### src/hw/rtl/tda_pkg.sv
// -----------------------------------------------------------------------------
// tda_pkg
// Shared types, codes and arithmetic helpers for the 2D diagonal assembly block.
// -----------------------------------------------------------------------------
package tda_pkg;

   localparam int unsigned MAX_DOF_DEF  = 8;
   localparam int unsigned MAX_QUAD_DEF = 8;
   localparam int unsigned QUEUE_DEPTH  = 2;

   localparam int unsigned VALUE_W = 32;
   localparam int unsigned ACC_W   = 64;
   localparam int unsigned IDX_W   = 3;
   localparam int unsigned CFG_W   = 4;
   localparam int unsigned FRAC_W  = 16;

   localparam logic [CFG_W-1:0] CFG_RESET = 4'd8;

   // Operation codes on the request channel.
   localparam logic [1:0] OP_LOAD_BASIS = 2'd0;
   localparam logic [1:0] OP_LOAD_HESS  = 2'd1;
   localparam logic [1:0] OP_QUERY      = 2'd2;

   // Configuration register indexes.
   localparam logic CSR_NUM_DOFS = 1'b0;
   localparam logic CSR_NUM_QUAD = 1'b1;

   localparam logic signed [ACC_W-1:0] POS_LIMIT = 64'sd2147483647;
   localparam logic signed [ACC_W-1:0] NEG_LIMIT = -64'sd2147483648;

   typedef enum logic [1:0] {
      CMD_BASIS,
      CMD_HESS,
      CMD_QUERY
   } cmd_kind_type;

   typedef struct packed {
      cmd_kind_type              kind;
      logic                      component;
      logic [IDX_W-1:0]          index_a;
      logic [IDX_W-1:0]          index_b;
      logic signed [VALUE_W-1:0] value;
   } cmd_type;

   typedef enum logic [2:0] {
      ST_IDLE,
      ST_READ,
      ST_SQUARE,
      ST_MULT,
      ST_ACC,
      ST_DONE
   } state_type;

   typedef struct packed {
      logic                      clipped;
      logic signed [VALUE_W-1:0] value;
   } sat_type;

   // Floor division by 2^16 of a Q32.32 product back to Q16.16 scale.
   function automatic logic signed [ACC_W-1:0] fshift(input logic signed [ACC_W-1:0] x);
      return x >>> FRAC_W;
   endfunction

   // Saturate to the signed 32-bit range and report whether clipping happened.
   function automatic sat_type sat32(input logic signed [ACC_W-1:0] x);
      sat_type r;
      if (x > POS_LIMIT) begin
         r.clipped = 1'b1;
         r.value   = 32'sh7FFFFFFF;
      end else if (x < NEG_LIMIT) begin
         r.clipped = 1'b1;
         r.value   = 32'sh80000000;
      end else begin
         r.clipped = 1'b0;
         r.value   = x[VALUE_W-1:0];
      end
      return r;
   endfunction

endpackage

### src/hw/rtl/tda_queue.sv
// -----------------------------------------------------------------------------
// tda_queue
// Short command queue between the front and back parts.
// -----------------------------------------------------------------------------
module tda_queue (
   input  logic             clock,
   input  logic             reset,
   input  logic             push,
   input  tda_pkg::cmd_type push_cmd,
   output logic             full,
   input  logic             pop,
   output tda_pkg::cmd_type pop_cmd,
   output logic             empty
);

   localparam int unsigned DEPTH = tda_pkg::QUEUE_DEPTH;
   localparam int unsigned PW    = $clog2(DEPTH);
   localparam int unsigned NW    = $clog2(DEPTH + 1);

   tda_pkg::cmd_type entry_ff [DEPTH];
   logic [PW-1:0]    wr_ptr_ff, wr_ptr_in;
   logic [PW-1:0]    rd_ptr_ff, rd_ptr_in;
   logic [NW-1:0]    count_ff, count_in;
   logic             do_push, do_pop;

   assign full    = (count_ff == NW'(DEPTH));
   assign empty   = (count_ff == '0);
   assign do_push = push && !full;
   assign do_pop  = pop && !empty;
   assign pop_cmd = entry_ff[rd_ptr_ff];

   always_comb begin
      wr_ptr_in = wr_ptr_ff;
      rd_ptr_in = rd_ptr_ff;
      count_in  = count_ff;
      if (do_push) begin
         wr_ptr_in = (wr_ptr_ff == PW'(DEPTH - 1)) ? '0 : PW'(wr_ptr_ff + 1'b1);
      end
      if (do_pop) begin
         rd_ptr_in = (rd_ptr_ff == PW'(DEPTH - 1)) ? '0 : PW'(rd_ptr_ff + 1'b1);
      end
      if (do_push && !do_pop) begin
         count_in = NW'(count_ff + 1'b1);
      end else if (do_pop && !do_push) begin
         count_in = NW'(count_ff - 1'b1);
      end
   end

   always_ff @(posedge clock) begin
      if (reset) begin
         wr_ptr_ff <= '0;
         rd_ptr_ff <= '0;
         count_ff  <= '0;
      end else begin
         wr_ptr_ff <= wr_ptr_in;
         rd_ptr_ff <= rd_ptr_in;
         count_ff  <= count_in;
      end
   end

   always_ff @(posedge clock) begin
      if (do_push) begin
         entry_ff[wr_ptr_ff] <= push_cmd;
      end
   end

endmodule

### config.mk
export PLATFORM = sky130hd
export DESIGN_NAME = tda_queue
export DESIGN_NICKNAME = d
export VERILOG_FILES = /design/src/hw/rtl/tda_pkg.sv /design/src/hw/rtl/tda_queue.sv
export SDC_FILE = /design/constraint.sdc
export NUM_CORES = 1
export LEC_CHECK = 0
export ABC_AREA = 1
export BUFFER_PORTS_ARGS = -buffer_cell sky130_fd_sc_hd__buf_2
export CORE_MARGIN = 2
export CORE_UTILIZATION = 25
export DETAILED_ROUTE_END_ITERATION = 8
export PLACE_DENSITY_LB_ADDON = 0.3
export SLEW_MARGIN = 0
export SYNTH_ARGS = -nofsm -noshare
export SYNTH_HDL_FRONTEND = slang
export SYNTH_SLANG_ARGS = --single-unit
### constraint.sdc
create_clock -name clock -period 2.6 [get_ports clock]
set_input_delay 0.13 -clock clock [delete_from_list [all_inputs] [get_ports clock]]
set_output_delay 0.13 -clock clock [all_outputs]
set_load 0.02 [all_outputs]
==> results_dict.tcl <==
set metrics [dict create \
    hold_path_class "input port to flip-flop" \
    drc 0 \
    hold_slack_ns 0.0208 \
    dp_hpwl_um 4190 \
    cts_tree "yes" \
    gp_congestion 0.738 \
    worst-path-max-fanout 28 \
    power.leakage_uw 0.00184 \
    vias 1802 \
    port_buffers 87 \
    yosysWarningCount 0 \
    dieWidth_um 121 \
    async_flop_share 0 \
    max_stage_delay_ns 0.65 \
    rows 42 \
    skew_ns 0.00543 \
    io-pin-count 88 \
    grt_pass1_wl_um 9610 \
    wire_per_inst_um 13.0 \
    initial_core_util 0.257 \
    fin_crit_ns 1.94 \
    clk_latency_ns 0.33 \
    slew-limit-headroom 0.652 \
    grt.overflow.total 0 \
    multiInputGateArea_um2 746 \
    cts_root_buf "clkbuf_16" \
    synth_top_flop_cell "edfxtp_1" \
    register_area_mm2 0.00256 \
    synth_top_area_frac 0.720 \
    hold_depth 1 \
    cts.sinks 87 \
    period_share 0.748 \
    r2r_end "entry_ff[1][31]" \
    power.ir.vdd_worst_uv 349 \
    area.growth.synth_to_final_pct 38.1 \
    grt_util_all_layers 0.0898 \
    finalMaxSlewViolations 0 \
    critical_path_arrival_ns 1.81 \
    netlist_area_mm2 0.00342 \
    dr.pass1.iters 4 \
    crit_family "flip-flops" \
    netlist_instances 165 \
    die_area_mm2 0.0146 \
    cts_buffers 9 \
    crit_path_end_kind "output port" \
    antenna_found_initial 0 \
    ys_seq_area_frac 0.750 \
    rsz0062_at_grt "no" \
    place_area_mm2 0.00406 \
    synth_area_leaders "edfxtp_1, mux2_4, dfxtp_1, buf_12, nor2_1" \
    wl_um 6290 \
    drive_above_1_share 0.490 \
    drtIter0Drc 63 \
    cp-start-kind "flip-flop" \
    cts-resized-gates 0 \
    drtAntennaViolNets 0 \
    r2r-start "count_ff[0]" \
    yosysMostFrequentCell "edfxtp_1" \
    vias_per_cell 3.74 \
    required_ns 2.47 \
    synth_largest_area_cell "edfxtp_1" \
    clockBufferDepth 2 \
    max_freq_mhz 514 \
    coreArea_mm2 0.0133 \
    path_class "flip-flop to output port" \
    synth_cell_type_count 18 \
    run_status "finished, final reports clean" \
    reg2reg_depth 3 \
    synth_fp_nets 211 \
    antenna_cells 0 \
    hold_violations 0 \
    grt_max_degree 29 \
    nNetsFinal 347 \
    clk_pin_slew_ns 0.06 \
    htree_levels 3 \
    slowest_stage "dfxtp_2" \
    fin_area_mm2 0.00472 \
    synth_edf_count 82 \
    tns_ns 0 \
    setup_viol 0 \
    holdCritStartpoint "push_cmd[28]" \
    max-cap-violations 0 \
    powerDensity_mw_per_mm2 894 \
    worst_pin_slew_ns 0.521 \
    reg2reg_slack_ns 0.96 \
    die_h_um 121 \
    fillCellCount 1279 \
    grt_pass1_vias 1895 \
    synthTopCellsByCount "edfxtp_1, mux2_4, nor2_1" \
    ys_ff_latch 87 \
    worstPathCellList "buf_12 > mux2_2 > buf_2" \
    critPathBufInv 2 \
    whs_endpoint "entry_ff[1][28]" \
    synth_area_per_cell_um2 20.7 \
]
[routing by layer]
metal,share of wire,global-route usage,wire length [um]
met4,0.021,0.0545,134
met1,0.43,0.106,2730
met5,0,0,0
met2,0.48,0.140,3010
met3,0.065,0.0315,410
[metrics by stage]
stage	setup WS [ns]	cells	total power, uW	util
floorplan	-0.104	165	2800	-
global placement	0.956	426	3110	0.305
detailed placement	0.933	426	3120	0.305
CTS	0.595	481	4300	0.354
global route	0.547	482	4440	0.355
finish	0.656	482	4220	0.355
[sequential cells by signal (all words and copies together) (netlist names), named ones only]
signal / cells
rd_ptr_ff: 1
count_ff: 2
wr_ptr_ff: 1
entry_ff: 82
[placed cells by master, fill, tap and decap left out, types with 2 or more instances in the layout]
master / synthesis / routed
buf_2: 0 / 87
edfxtp_1: 82 / 82
mux2_4: 40 / 40
dlygate4sd3_1: 0 / 40
clkbuf_16: 0 / 9
inv_1: 8 / 8
nor2_1: 9 / 7
clkbuf_1: 0 / 4
dfxtp_1: 5 / 4
o21ai_0: 3 / 3
nand2_1: 3 / 3
buf_12: 4 / 3
o21ai_2: 2 / 2
nor2_4: 0 / 2
clkinvlp_4: 0 / 2
[power breakdown]
part	total [uW]	internal [uW]	switching (uW)
registers	1870	1770	96.7
clock network	1120	646	473
logic	1230	572	658
total	4220	2990	1230
[what timing repair did]
| item | in CTS | in global routing |
|---|---|---|
| setup buffers | 0 | 0 |
| hold endpoints to repair | 78 | 2 |
| hold buffers | 39 | 1 |
[cell type report]
| class | count | area share |
|---|---|---|
| clock inverters | 3 | 0.00424 |
| inverters | 9 | 0.00716 |
| well taps | 176 | 0.0467 |
| repair buffers | 130 | 0.190 |
| flip-flops and latches | 87 | 0.543 |
| clock buffers | 13 | 0.0509 |
| multi-input cells | 64 | 0.158 |
[worst max path at each step]
stage | startpoint | end | slack (ns) | cells past startpoint
2_1_floorplan | count_ff[0] | entry_ff[0][0] | -0.10 | 2
3_3_place_gp | count_ff[0] | entry_ff[0][14] | 0.96 | 3
3_5_place_dp | count_ff[0] | entry_ff[1][25] | 0.93 | 3
4_1_cts | flip-flop | pop_cmd[18] | 0.60 | 3
5_1_grt | flip-flop | pop_cmd[18] | 0.55 | 3
6_report | flip-flop | pop_cmd[18] | 0.66 | 3
[logic make-up (layout without fill, tap and decap cells)]
kind of cell    count (synthesis)  after routing  share of synthesized area
flops                          87             87                      0.750
fa+ha+maj                       1              1                    0.00366
simple gates                   16             16                     0.0201
buf+inv                        14            155                     0.0366
mux                            41             41                      0.179
compound gates                  6              6                     0.0110
Note: power is estimated with default switching activity, not from simulation.
